**config.mk**
```make
export PLATFORM = sky130hd
export DESIGN_NAME = srg_ctrl
export DESIGN_NICKNAME = d
export VERILOG_FILES = /design/src/hw/rtl/srg_pkg.sv /design/src/hw/rtl/srg_ctrl.sv
export SDC_FILE = /design/constraint.sdc
export NUM_CORES = 1
export LEC_CHECK = 0
export BUFFER_PORTS_ARGS = -buffer_cell sky130_fd_sc_hd__buf_2
export CORE_MARGIN = 1.5
export CORE_UTILIZATION = 35
export CTS_CLUSTER_SIZE = 10
export DETAILED_ROUTE_END_ITERATION = 6
export GPL_TIMING_DRIVEN = 0
export HOLD_SLACK_MARGIN = 0.1
export SLEW_MARGIN = 30
export SYNTH_ARGS = -nofsm -noshare
export SYNTH_HDL_FRONTEND = slang
export SYNTH_SLANG_ARGS = --single-unit
```
**constraint.sdc**
```tcl
create_clock -name clk_i -period 3.86 [get_ports clk_i]
set_input_delay 0.579 -clock clk_i [delete_from_list [all_inputs] [get_ports clk_i]]
set_output_delay 0.579 -clock clk_i [all_outputs]
set_load 0.02 [all_outputs]
```
**src/hw/rtl/srg_pkg.sv**
```systemverilog
package srg_pkg;

  localparam int TableLen   = 55;
  localparam int ShuffleMul = 21;
  localparam int SecondInit = 32;
  localparam int FillSteps  = 54;
  localparam int WarmPasses = 4;
  localparam int DivSteps   = 3;

  localparam logic [30:0] Modulus   = 31'd1000000000;
  localparam logic [27:0] SeedBase  = 28'd161803398;
  localparam logic [27:0] SeedReset = 28'd14051987;

  // floor(2^61 / 10^9)
  localparam logic [31:0] DivRecip  = 32'd2305843009;

  typedef struct packed {
    logic load_in;
    logic seed_init;
    logic fill_step;
    logic sub_wr;
    logic mul;
    logic div_step;
    logic out_load;
  } cmd_t;

  typedef struct packed {
    logic out_blocked;
  } sts_t;

  // a - b modulo 10^9, both operands below 10^9
  function automatic logic [29:0] mod_sub(input logic [29:0] a, input logic [29:0] b);
    logic [30:0] d;
    d = {1'b0, a} - {1'b0, b};
    if (d[30]) begin
      d = d + Modulus;
    end
    return d[29:0];
  endfunction

  // cursor step over positions 1..55
  function automatic logic [5:0] advance(input logic [5:0] c);
    logic [5:0] n;
    if (c >= 6'(TableLen)) begin
      n = 6'd1;
    end else begin
      n = c + 6'd1;
    end
    return n;
  endfunction

endpackage

```
**src/hw/rtl/srg_ctrl.sv**
```systemverilog
module srg_ctrl (
  input  logic             clk_i,
  input  logic             rst_ni,
  input  logic             in_valid_i,
  output logic             in_stall_o,
  input  srg_pkg::sts_t    sts_i,
  output srg_pkg::cmd_t    cmd_o
);

  localparam logic [3:0] StIdle = 4'd0;
  localparam logic [3:0] StSeed = 4'd1;
  localparam logic [3:0] StFill = 4'd2;
  localparam logic [3:0] StWrd  = 4'd3;
  localparam logic [3:0] StWwr  = 4'd4;
  localparam logic [3:0] StDrd  = 4'd5;
  localparam logic [3:0] StDwr  = 4'd6;
  localparam logic [3:0] StMul  = 4'd7;
  localparam logic [3:0] StDiv  = 4'd8;
  localparam logic [3:0] StDone = 4'd9;

  logic [3:0] state_q, state_d;
  logic [5:0] cnt_q, cnt_d;
  logic [1:0] pass_q, pass_d;
  logic       seeded_q, seeded_d;

  assign in_stall_o = (state_q != StIdle);

  always_comb begin
    state_d  = state_q;
    cnt_d    = cnt_q;
    pass_d   = pass_q;
    seeded_d = seeded_q;
    cmd_o    = '0;
    unique case (state_q)
      StIdle: begin
        if (in_valid_i) begin
          cmd_o.load_in = 1'b1;
          state_d = seeded_q ? StDrd : StSeed;
        end
      end
      StSeed: begin
        cmd_o.seed_init = 1'b1;
        cnt_d   = '0;
        state_d = StFill;
      end
      StFill: begin
        cmd_o.fill_step = 1'b1;
        if (cnt_q == 6'(srg_pkg::FillSteps - 1)) begin
          cnt_d   = '0;
          pass_d  = '0;
          state_d = StWrd;
        end else begin
          cnt_d = cnt_q + 6'd1;
        end
      end
      StWrd: begin
        state_d = StWwr;
      end
      StWwr: begin
        cmd_o.sub_wr = 1'b1;
        state_d = StWrd;
        if (cnt_q == 6'(srg_pkg::TableLen - 1)) begin
          cnt_d = '0;
          if (pass_q == 2'(srg_pkg::WarmPasses - 1)) begin
            seeded_d = 1'b1;
            state_d  = StDrd;
          end else begin
            pass_d = pass_q + 2'd1;
          end
        end else begin
          cnt_d = cnt_q + 6'd1;
        end
      end
      StDrd: begin
        state_d = StDwr;
      end
      StDwr: begin
        cmd_o.sub_wr = 1'b1;
        state_d = StMul;
      end
      StMul: begin
        cmd_o.mul = 1'b1;
        cnt_d   = '0;
        state_d = StDiv;
      end
      StDiv: begin
        cmd_o.div_step = 1'b1;
        if (cnt_q == 6'(srg_pkg::DivSteps - 1)) begin
          cnt_d   = '0;
          state_d = StDone;
        end else begin
          cnt_d = cnt_q + 6'd1;
        end
      end
      StDone: begin
        if (!sts_i.out_blocked) begin
          cmd_o.out_load = 1'b1;
          state_d = StIdle;
        end
      end
      default: begin
        state_d = StIdle;
      end
    endcase
  end

  always_ff @(posedge clk_i or negedge rst_ni) begin
    if (!rst_ni) begin
      state_q  <= StIdle;
      cnt_q    <= '0;
      pass_q   <= '0;
      seeded_q <= 1'b0;
    end else begin
      state_q  <= state_d;
      cnt_q    <= cnt_d;
      pass_q   <= pass_d;
      seeded_q <= seeded_d;
    end
  end

  a_seeded_sticky: assert property (@(posedge clk_i) disable iff (!rst_ni)
    seeded_q |=> seeded_q)
    else $error("seeded flag dropped");

  a_no_load_blocked: assert property (@(posedge clk_i) disable iff (!rst_ni)
    cmd_o.out_load |-> !sts_i.out_blocked)
    else $error("result loaded over a waiting result");

  a_seed_once: assert property (@(posedge clk_i) disable iff (!rst_ni)
    cmd_o.seed_init |-> !seeded_q)
    else $error("table seeded twice");

endmodule

```
# After elaboration in Yosys (flattened, before gate mapping)
# Index checks and enable logic that the tools add are counted.
[op_classes] add_sub_neg=2 n_eq_ne=19 muxes=25 n_reduce_logical=9
[op_table] operator="one-hot mux 4 bit (10 select lines)" count=1
[op_table] operator="one-hot mux 6 bit (4 select lines)" count=1
[op_table] operator="two-way mux 6 bit" count=3
[op_table] operator="== test 4 x 3 -> 1 bit (second input constant)" count=4
[op_table] operator="two-way mux 4 bit" count=4
[op_table] operator="== test 6 bit (second input constant)" count=2
[op_table] operator="!= test 2 bit (second input constant)" count=6
[op_table] operator="two-way mux 1 bit" count=9
[op_table] operator="two-way mux 3 bit" count=3
[op_table] operator="== test 4 x 2 -> 1 bit (second input constant)" count=2
[op_table] operator="== test 4 bit (second input constant)" count=2
[op_table] operator="AND reduction 4 bit" count=2
[op_table] operator="nonzero test 4 bit" count=2
[op_table] operator="adder 6 x 1 -> 6 bit (second input constant)" count=1
[op_table] operator="== test 6 x 2 -> 1 bit (second input constant)" count=1
[op_table] operator="two-way mux 2 bit" count=3
[op_table] operator="== test 4 x 1 -> 1 bit (second input constant)" count=1
[op_table] operator="zero test 4 bit" count=1
[op_table] operator="one-hot mux 2 bit (2 select lines)" count=1
[op_table] operator="OR reduction 2 bit" count=2
[op_table] operator="AND reduction 3 bit" count=1
[op_table] operator="adder 2 x 1 -> 2 bit (second input constant)" count=1
[op_table] operator="== test 2 bit (second input constant)" count=1
[op_table] operator="nonzero test 2 bit" count=1
[totals] register_bits=13 inputBits=4 elab_cells=59

# Depth between registers and ports, before layout
# Gate-level depths: netlist of run 1.
[logic_depth] word_depth=4 ltp_mapped=7 depth_no_buf=7

# Least setup slack after synthesis of run 1
# Ideal clock, no wire load.
[synth_timing] path_kind="reg2reg" start="register state_q[1]" end="register pass_q[0]" setup_time_ns=0.125 t_arrival_ns=1.907 path_slack_ns=1.828 stages_incl_launch_ff=7 n_path_buf=1 synth_period_minus_slack_ns=2.032 path_cell_list="dfrtp_1 > buf_4 > inv_1 > nor4_1 > o2bb2ai_1 > nand2_1 > mux2_2"
[synth_via] elab_chain_cells=3 elab_cells_between_ends=8 cone_classes="eq/ne (5); mux (1); reduce/logical (2)"
[synth_rtl] element="start: declaration" line_no="srg_ctrl.sv:21" text="logic [3:0] state_q, state_d;"
[synth_rtl] element="start signal: assignment" line_no="srg_ctrl.sv:109" text="state_q <= StIdle;"
[synth_rtl] element="start signal: assignment" line_no="srg_ctrl.sv:114" text="state_q <= state_d;"
[synth_rtl] element="== test 4 x 3 -> 1 bit / == test 4 x 2 -> 1 bit (equally long branches)" line_no="srg_ctrl.sv:34" text="unique case (state_q)"
[synth_rtl] element="!= test 2 bit (no source line) / nonzero test 2 bit (equally long branches)"
[synth_rtl] element="AND reduction 4 bit (no source line)"
[synth_rtl] element="end signal: assignment" line_no="srg_ctrl.sv:116" text="pass_q <= pass_d;"
[synth_rtl] element="end: declaration" line_no="srg_ctrl.sv:23" text="logic [1:0] pass_q, pass_d;"
# Parallel ways exist; a longest one is shown, timed or not.
# A chain may end at the register's enable or synchronous reset.

==> results of run 1 <==
synthesized netlist by cell type, types with 2 or more instances:
library cell	number
dfrtp_1	13
nor2_1	7
inv_1	6
and3_1	4
ha_1	4
nand2b_1	4
nor2b_1	4
a22o_1	3
mux2_2	3
nand2_1	3
nor3_1	3
o21ai_0	3
or3_1	3
a31oi_1	2
and4b_1	2
buf_2	2
clkbuf_1	2
nand3_1	2
nor3b_1	2
nor4_1	2
xnor2_1	2
sequential cells by signal (all words and copies together), names as in the netlist:
signal and count:
pass_q 2, state_q 4, seeded_q 1, cnt_q 6
cell families after synthesis:
| family | after synthesis | share of synthesized area, % |
|---|---|---|
| xor+xnor | 2 | 1.91 |
| fa+ha+maj | 4 | 5.46 |
| mux | 3 | 3.68 |
| flops | 13 | 35.5 |
| simple gates | 41 | 27.3 |
| compound gates | 21 | 19.8 |
| buf+inv | 12 | 6.41 |
power breakdown:
group | leakage [nW] | switching (mW) | internal, mW
registers | 0.167 | 0.0438 | 0.187
logic | 0.307 | 0.319 | 0.231
clock network | 0.0150 | 0.0470 | 0.0401
total | 0.489 | 0.409 | 0.458
worst min-delay path by stage:
| stage | endpoint | depth (start not counted) | startpoint |
|---|---|---|---|
| after floorplan | cnt_q[0]$_DFFE_PN0P_ | 0 | rst_ni |
| after global placement | seeded_q$_DFFE_PN0P_ | 1 | seeded_q$_DFFE_PN0P_ |
| after detailed placement | seeded_q$_DFFE_PN0P_ | 1 | seeded_q$_DFFE_PN0P_ |
| after CTS | cnt_q[5]$_DFFE_PN0P_ | 1 | rst_ni |
| after global routing | cnt_q[5]$_DFFE_PN0P_ | 1 | rst_ni |
| final | cnt_q[2]$_DFFE_PN0P_ | 1 | rst_ni |
worst reg2reg max path: stages, from the launching register on:
cell and delay, ns:
dfrtp_1 0.37, buf_4 0.17, or4b_1 0.50, buf_2 0.18
o21bai_4 0.18, o311a_4 0.15, or3_1 0.33, o21ai_2 0.07
routing by layer:
metal	track usage (%)	wire length (microns)	vias up
met3	2.50	75	4
met2	22.7	877	23
met4	7.50	33	0
li1	-	-	386
met1	21.4	967	392
met5	0	0	-
layout make-up:
class / count / area (sq um) / share of cell area (%)
multi-input cells: 71 / 533 / 51.4
flip-flops and latches: 13 / 325 / 31.4
repair buffers: 11 / 55.1 / 5.31
well taps: 30 / 37.5 / 3.62
plain buffers: 6 / 36.3 / 3.50
clock buffers: 4 / 26.3 / 2.54
inverters: 6 / 22.5 / 2.17
through the flow:
step	util (%)	total power, mW	hold slack, ns	setup slack [ns]	area [sq um]
finish	41.8	0.867	0.181	1.71	1040
global route	41.8	0.950	0.186	1.52	1040
CTS	41.8	0.873	0.180	1.67	1040
detailed placement	40.8	0.780	0.466	1.82	1010
global placement	40.8	0.767	0.465	1.83	1010
floorplan	-	0.656	0.283	1.83	917
==> results.tsv, run 1 <==
stage	metric	value	unit
clock_network	H-Tree Depth	1	
power_and_ir_drop	Power Density	837	nW/um^2
sta	Slew @ Worst Pin	0.607	ns
sta	RSZ-0062 raised after global routing	false	
setup_path	worst path arrival time	1.57	ns
setup_path	critical path class	flip-flop to output pin	
setup_path	Crit path max-delay family	buffers and inverters	
placement	gpl congestion	0.755	
placement	IO Port Bufs	11	
grt	initial antenna violation count	0	
detailed_routing	detailed-route wire length	1950	microns
setup_path	CP max FO	9	
setup_path	Worst Reg-to-Reg Cells	7	
detailed_routing	number of remaining DRC errors	0	
sta	Final Setup Violations	0	
detailed_routing	vias	805	
floorplanning	IO Pins	12	
floorplanning	Die Span X	54.2	microns
sta	slew margin rel.	59.2	%
sta	Tmin final	2.15	ns
synthesis	post-synth top area share	35.5	%
grt	largest net degree at the start of global routing	14	
synthesis	syn avg cell area	9.55	sq um
placement	number of placed cells counting well taps	137	
setup_path	cell depth of the worst setup path	4	
synthesis	flops & latches, synth	13	
setup_path	slowest stage delay, CP	0.45	ns
synthesis	Synth Flop Type	dfrtp_1	
clock_network	Post-CTS Hold Buffers	0	
detailed_routing	ANT nets after route	0	
setup_path	worst endpoint required time	3.28	ns
detailed_routing	WL per Instance	13.8	microns
setup_path	Worst setup startpoint	state_q[1]$_DFFE_PN0P_	
synthesis	Unique masters post-synth	41	
cells_and_area	share of layout cells above drive strength 1	24.3	%
grt	global route overflow	0	
setup_path	CP endpoint kind	output pin	
run	max-cap violations	0	
sta	Clock Skews	0.00377	ns
run_status	outcome	completed	
cells_and_area	final std cells w/o fill	141	
power_and_ir_drop	total leakage power	0.489	nW
cells_and_area	Area Growth Syn to Fin	13.0	%
grt	first-pass GRT wire length	3210	microns
sta	Max Clock Freq	464	MHz
floorplanning	row count	18	
clock_network	post-CTS setup buffer count	0	
cells_and_area	most frequent cells in the layout	buf_2, dfrtp_1, nor2_1, inv_1	
grt	GRT Total Usage	15.4	%
synthesis	cell count after synthesis	96	
floorplanning	core area	2480	sq um
sta	Final Hold Fails	0	
setup_path	CP max stage cell	nor4_1	
cells_and_area	# fillers	264	
clock_network	worst skew pair latency	0.28	ns
floorplanning	Initial Utilization	37.0	%
setup_path	Critical R2R Launch	state_q[1]$_DFFE_PN0P_	
clock_network	number of CTS-inserted buffers	3	
setup_path	reg2reg end	cnt_q[1]$_DFFE_PN0P_	
setup_path	critical path endpoint	cmd_o[4]	
hold_path	hold crit path type	input pin to asynchronous set/reset pin	
power_and_ir_drop	peak supply drop	0.000380	V
cells_and_area	ant diodes	0	
cells_and_area	Final Net Count	120	
synthesis	Syn Nets	104	
clock_network	CTS tree	yes	
synthesis	Synth warnings	0	
detailed_routing	Iteration-0 DRC Markers	13	
setup_path	Startpoint Class	flip-flop	
clock_network	clk buf depth	2	
detailed_routing	vias per cell	5.71	
grt	vias in the first global route	675	
sta	setup TNS	0	ns
synthesis	post-synth top area cell	dfrtp_1	
synthesis	Synth area leaders	dfrtp_1, ha_1, mux2_2	
clock_network	Worst-path clk slew	0.08	ns
floorplanning	Die Ht	54.2	microns
floorplanning	Die ar.	2940	sq um
clock_network	CTS sink count	13	
setup_path	Worst R2R Setup Slack	1.85	ns
sta	final worst-path cycle share	55.8	%
sta	Final Slew Violations	0	
detailed_routing	drt pass-1 iters	4	
placement	HPWL after DPL	1430	microns
synthesis	register area share after synthesis	35.5	%
synthesis	Synth Cell Area	917	sq um
synthesis	asr flop ratio synth	100	%
clock_network	Root Buffer	clkbuf_4	
setup_path	CP Cell Sequence	buf_4 > inv_1 > nor4_1 > buf_2	
setup_path	Buffers & Inverters on Critical Path	3	
synthesis	Post-synth EDFFs	0	
clock_network	CTS resizes	0	
Power figures use the tool's default switching activity.
==> inputs of run 2 (changes only) <==
- clock period: 3.86 -> 1.8 ns (I/O delays scaled with it)
==> run 2 against run 1 <==
Die area stayed put. Flip-flop and latch count is the same. Clock skew fell by 0.0011 ns. Global-route usage up 1.0 points. Routed wire length up 8.9%. Clock-buffer cell count is the same. The flow now finishes with violations (setup timing).
==> results.tsv, run 2 (synthesis results as in run 1) <==
stage	metric	value	unit
hold_path	min-delay src	sts_i	
power_and_ir_drop	clock share of power	7.8	%
sta	Final Setup Violations	6	
grt	vias in the first global route	780	
power_and_ir_drop	total power	2.45	mW
power_and_ir_drop	total internal power	1.34	mW
sta	final worst-path cycle share	103	%
hold_path	hold crit path type	input pin to flip-flop	
power_and_ir_drop	total leakage power	0.590	nW
sta	Max Clock Freq	539	MHz
grt	GRT Total Usage	16.4	%
detailed_routing	detailed-route wire length	2130	microns
setup_path	CP endpoint kind	flip-flop	
sta	Final Hold Fails	0	
placement	IO Port Bufs	11	
cells_and_area	Area Growth Syn to Fin	45.4	%
grt	met1 Use GR	20.0	%
run	max-cap violations	0	
setup_path	worst endpoint required time	2.02	ns
grt	largest net degree at the start of global routing	14	
detailed_routing	number of remaining DRC errors	0	
cells_and_area	Largest Register	cnt_q	
sta	Tmin final	1.86	ns
setup_path	Critical R2R Launch	state_q[1]$_DFFE_PN0P_	
cells_and_area	most common cell after layout, fill and taps aside	buf_4	
cells_and_area	Largest register FFs	6	
sta	RSZ-0062 raised after global routing	true	
sta	Final Slew Violations	0	
sta	Hold Slack	0.294	ns
placement	Place WS	-0.349	ns
setup_path	Worst setup startpoint	state_q[1]$_DFFE_PN0P_	
setup_path	reg2reg end	cnt_q[1]$_DFFE_PN0P_	
cells_and_area	Final Net Count	130	
clock_network	worst skew pair latency	0.28	ns
cells_and_area	most frequent cells in the layout	buf_4, buf_2, dfrtp_1, inv_1	
setup_path	Worst R2R Setup Slack	-0.06	ns
floorplanning	Initial Utilization	37.0	%
clock_network	Root Buffer	clkbuf_4	
run_status	outcome	finished with violations	
power_and_ir_drop	Flop pwr share	22.9	%
setup_path	critical path class	flip-flop to flip-flop	
cells_and_area	ant diodes	0	
sta	slew margin rel.	69.8	%
detailed_routing	vias per cell	5.55	
grt	first-pass GRT wire length	3430	microns
power_and_ir_drop	peak supply drop	0.00115	V
floorplanning	Die ar.	2940	sq um
setup_path	worst path arrival time	2.08	ns
power_and_ir_drop	Comb pwr share	69.3	%
sta	Slew @ Worst Pin	0.446	ns
detailed_routing	WL per Instance	14.1	microns
detailed_routing	ANT nets after route	0	
grt	GRT Max-Usage Layer	met2	
cells_and_area	share of layout cells above drive strength 1	53.7	%
floorplanning	IO Pins	12	
placement	HPWL after DPL	1400	microns
setup_path	Startpoint Class	flip-flop	
setup_path	CP max FO	7	
cells_and_area	largest registers	cnt_q (6), state_q (4), pass_q (2)	
sta	Clock Skews	0.00268	ns
floorplanning	Die Ht	54.2	microns
setup_path	critical path endpoint	cnt_q[1]$_DFFE_PN0P_	
clock_network	CTS sink count	13	
grt	initial antenna violation count	0	
grt	met3 usage	4.17	%
cells_and_area	fin util	53.8	%
placement	gpl congestion	0.779	
grt	global route overflow	0	
setup_path	Worst Reg-to-Reg Cells	5	
clock_network	clk buf depth	2	
floorplanning	Die Span X	54.2	microns
power_and_ir_drop	NetSw	1.11	mW
clock_network	Worst-path clk slew	0.09	ns
floorplanning	core area	2480	sq um
detailed_routing	vias	838	
clock_network	H-Tree Depth	1	
detailed_routing	Iteration-0 DRC Markers	8	
run_status	violated checks	setup timing	
detailed_routing	drt pass-1 iters	4	
clock_network	number of CTS-inserted buffers	3	
floorplanning	row count	18	
clock_network	CTS tree	yes	
grt	met2 Use GR	27.3	%
power_and_ir_drop	Power Density	1830	nW/um^2
power_and_ir_drop	Sw Share	45.3	%
sta	final setup margin	-0.0555	ns
[run 2: cell types whose count changed in the layout (fill, tap and decap cells not counted), sizes merged]
cell,previous run,this run
buf,15,26
clkbuf,6,4
dlygate4sd3,0,1
[run 2: through the flow]
stage	instance area, sq um	cells	setup TNS [ns]
2_1_floorplan	932	96	-0.227
3_3_place_gp	1020	137	-1.58
3_5_place_dp	1020	137	-1.85
4_1_cts	1220	149	-1.02
5_1_grt	1330	151	-0.891
6_report	1330	151	-0.124
[run 2: timing repair]
action / CTS / global route
hold endpoints to repair: 13 / 0
gates resized for setup: 24 / 31
setup endpoints to repair: 13 / 18
buffers inserted: 7 / 5
pin swaps: 6 / 6
hold buffers: 1 / 0
[run 2: worst min-delay path by stage]
stage               cells past startpoint  slack [ns]                      to
finish                                  3        0.29  state_q[0]$_DFFE_PN0P_
global route                            3        0.30  state_q[0]$_DFFE_PN0P_
CTS                                     3        0.30  state_q[0]$_DFFE_PN0P_
detailed placement                      1        0.18    cnt_q[2]$_DFFE_PN0P_
global placement                        1        0.17    cnt_q[2]$_DFFE_PN0P_
floorplan                               0       -0.03    cnt_q[0]$_DFFE_PN0P_
[run 2: power by group through the flow]
stage / registers (mW) / clock network, mW / logic, mW
after CTS: 0.508 / 0.196 / 1.52
final: 0.559 / 0.192 / 1.70
after floorplan: 0.476 / 0 / 0.961
after detailed placement: 0.503 / 0 / 1.19
after global placement: 0.499 / 0 / 1.17
after global routing: 0.578 / 0.220 / 1.87
[run 2: layout make-up]
class,count,area (sq um)
fill,231,1140
inverter,6,22.5
tap,30,37.5
clock buffer,4,26.3
buffer,3,23.8
sequential,13,330
timing repair buffer,24,183
multi-input combinational,71,711
[run 2: metal layers]
metal,up-vias,wire (microns)
li1,406,-
met4,0,57
met1,408,923
met3,5,66
met5,-,0
met2,19,1080
[run 2: worst max-delay path: stages (launching register included)]
cell	delay, ns
dfrtp_2	0.45
or4b_4	0.58
o21bai_4	0.21
o311a_4	0.16
or3_4	0.34
o21ai_2	0.06
==> inputs of run 3 (changes only) <==
==> constraint.sdc (replaced) <==
create_clock -name clk_i -period 1.9 [get_ports clk_i]
set_input_delay 0 -clock clk_i [delete_from_list [all_inputs] [get_ports clk_i]]
set_output_delay 0 -clock clk_i [all_outputs]
set_load 0.02 [all_outputs]
==> run 3 against run 2 <==
The flow now finishes without violations. Utilization down 3.5 points. Global-route usage up 0.66 points. Combinational power down 16%. Cell area down 6.6%.
==> results.tsv, run 3 (synthesis results as in run 1) <==
stage	metric	value	unit
run_status	outcome	completed	
clock_network	Worst-path clk slew	0.09	ns
setup_path	Worst R2R Setup Slack	0.04	ns
floorplanning	Die Ht	54.2	microns
cells_and_area	ant diodes	0	
grt	initial antenna violation count	0	
clock_network	CTS sink count	13	
clock_network	H-Tree Depth	1	
power_and_ir_drop	Power Density	1700	nW/um^2
detailed_routing	WL per Instance	14.4	microns
run	max-cap violations	0	
floorplanning	row count	18	
grt	vias in the first global route	793	
grt	global route overflow	0	
cells_and_area	final std cells w/o fill	152	
floorplanning	Die Span X	54.2	microns
cells_and_area	most common cell after layout, fill and taps aside	buf_2	
setup_path	reg2reg end	cnt_q[1]$_DFFE_PN0P_	
setup_path	worst endpoint required time	2.11	ns
power_and_ir_drop	Comb pwr share	67.2	%
power_and_ir_drop	Flop pwr share	24.4	%
setup_path	Critical R2R Launch	state_q[0]$_DFFE_PN0P_	
cells_and_area	Area Growth Syn to Fin	35.9	%
clock_network	worst skew pair latency	0.28	ns
cells_and_area	Final Net Count	131	
sta	Max Clock Freq	537	MHz
power_and_ir_drop	peak supply drop	0.000945	V
floorplanning	Die ar.	2940	sq um
cells_and_area	largest registers	cnt_q (6), state_q (4), pass_q (2)	
floorplanning	Initial Utilization	37.0	%
placement	number of placed cells counting well taps	137	
grt	first-pass GRT wire length	3560	microns
setup_path	worst path arrival time	2.07	ns
grt	GRT Total Usage	17.0	%
power_and_ir_drop	Sw Share	45.9	%
sta	Final Hold Fails	0	
sta	slew margin rel.	71.2	%
sta	RSZ-0062 raised after global routing	true	
setup_path	CP endpoint kind	flip-flop	
setup_path	Worst Reg-to-Reg Cells	5	
floorplanning	core area	2480	sq um
sta	Tmin final	1.86	ns
detailed_routing	detailed-route wire length	2190	microns
floorplanning	IO Pins	12	
sta	Slew @ Worst Pin	0.425	ns
setup_path	critical path class	flip-flop to flip-flop	
power_and_ir_drop	total leakage power	0.570	nW
power_and_ir_drop	NetSw	0.974	mW
sta	final worst-path cycle share	97.9	%
placement	HPWL after DPL	1400	microns
setup_path	CP max FO	7	
setup_path	Startpoint Class	flip-flop	
detailed_routing	drt pass-1 iters	4	
placement	IO Port Bufs	11	
power_and_ir_drop	total internal power	1.15	mW
cells_and_area	share of layout cells above drive strength 1	41.8	%
sta	Hold Slack	0.139	ns
hold_path	hold crit path type	input pin to asynchronous set/reset pin	
sta	Final Slew Violations	0	
sta	Clock Skews	0.00452	ns
detailed_routing	ANT nets after route	0	
clock_network	clk buf depth	2	
cells_and_area	Largest register FFs	6	
detailed_routing	Iteration-0 DRC Markers	9	
cells_and_area	most frequent cells in the layout	buf_2, dfrtp_1, buf_4, nor2_1, inv_1	
grt	largest net degree at the start of global routing	14	
clock_network	number of CTS-inserted buffers	3	
detailed_routing	vias per cell	5.38	
clock_network	CTS tree	yes	
clock_network	Root Buffer	clkbuf_4	
placement	gpl congestion	0.719	
power_and_ir_drop	clock share of power	8.4	%
sta	setup TNS	0	ns
detailed_routing	vias	818	
sta	Final Setup Violations	0	
detailed_routing	number of remaining DRC errors	0	
cells_and_area	Largest Register	cnt_q	
-- run 3: cell count changes in the layout (fill, tap and decap cells not counted), sizes merged --
cell,change
clkbuf,+2
buf,-2
dlygate4sd3,+1
-- run 3: worst max path at each step --
| stage | start | endpoint |
|---|---|---|
| finish | state_q[0]$_DFFE_PN0P_ | cnt_q[1]$_DFFE_PN0P_ |
| global placement | cnt_q[0]$_DFFE_PN0P_ | state_q[2]$_DFFE_PN0P_ |
| floorplan | state_q[0]$_DFFE_PN0P_ | cnt_q[1]$_DFFE_PN0P_ |
| detailed placement | cnt_q[0]$_DFFE_PN0P_ | state_q[2]$_DFFE_PN0P_ |
| CTS | state_q[0]$_DFFE_PN0P_ | cnt_q[1]$_DFFE_PN0P_ |
| global route | cnt_q[0]$_DFFE_PN0P_ | cnt_q[4]$_DFFE_PN0P_ |
-- run 3: timing repair --
item | CTS | global route
resized for setup | 12 | 12
buffers inserted | 9 | 3
pin swaps | 2 | 3
hold buffers | 2 | 0
setup endpoints to repair | 10 | 9
hold endpoints to repair | 14 | 0
gates cloned | 0 | 0
-- run 3: layout make-up --
cell class	count	area (sq um)
inverters	6	22.5
plain buffers	3	12.5
repair buffers	25	178
clock buffers	4	26.3
multi-input cells	71	642
well taps	30	37.5
flip-flops and latches	13	328
fillers	250	1230
-- run 3: routing by layer --
| layer | vias up | global-route usage (%) | wire length [microns] |
|---|---|---|---|
| met3 | 2 | 2.78 | 50 |
| li1 | 408 | - | - |
| met4 | 0 | 7.50 | 19 |
| met1 | 396 | 21.0 | 965 |
| met2 | 12 | 28.9 | 1160 |
| met5 | - | 0 | 0 |
-- run 3: power by group through the flow --
stage	Sequential [mW]	Clock [mW]	Combinational (mW)
finish	0.518	0.178	1.43
global route	0.536	0.196	1.57
CTS	0.476	0.183	1.40
detailed placement	0.475	0	1.14
global placement	0.470	0	1.11
floorplan	0.451	0	0.911
-- run 3: per-stage QoR --
step	power (mW)	setup WS, ns	area (sq um)	util [%]
floorplan	1.36	0.0142	932	-
global placement	1.58	-0.136	1020	41.4
detailed placement	1.61	-0.184	1020	41.4
CTS	2.05	-0.0480	1200	48.6
global route	2.31	-0.0479	1250	50.3
finish	2.12	0.0390	1250	50.3
-- run 3: worst max-delay path, cell delays in order, from the launching register on --
cell and delay [ns]:
dfrtp_1 0.43, or4b_4 0.59, o21bai_4 0.20, o311a_4 0.17
or3_4 0.34, o21ai_2 0.06
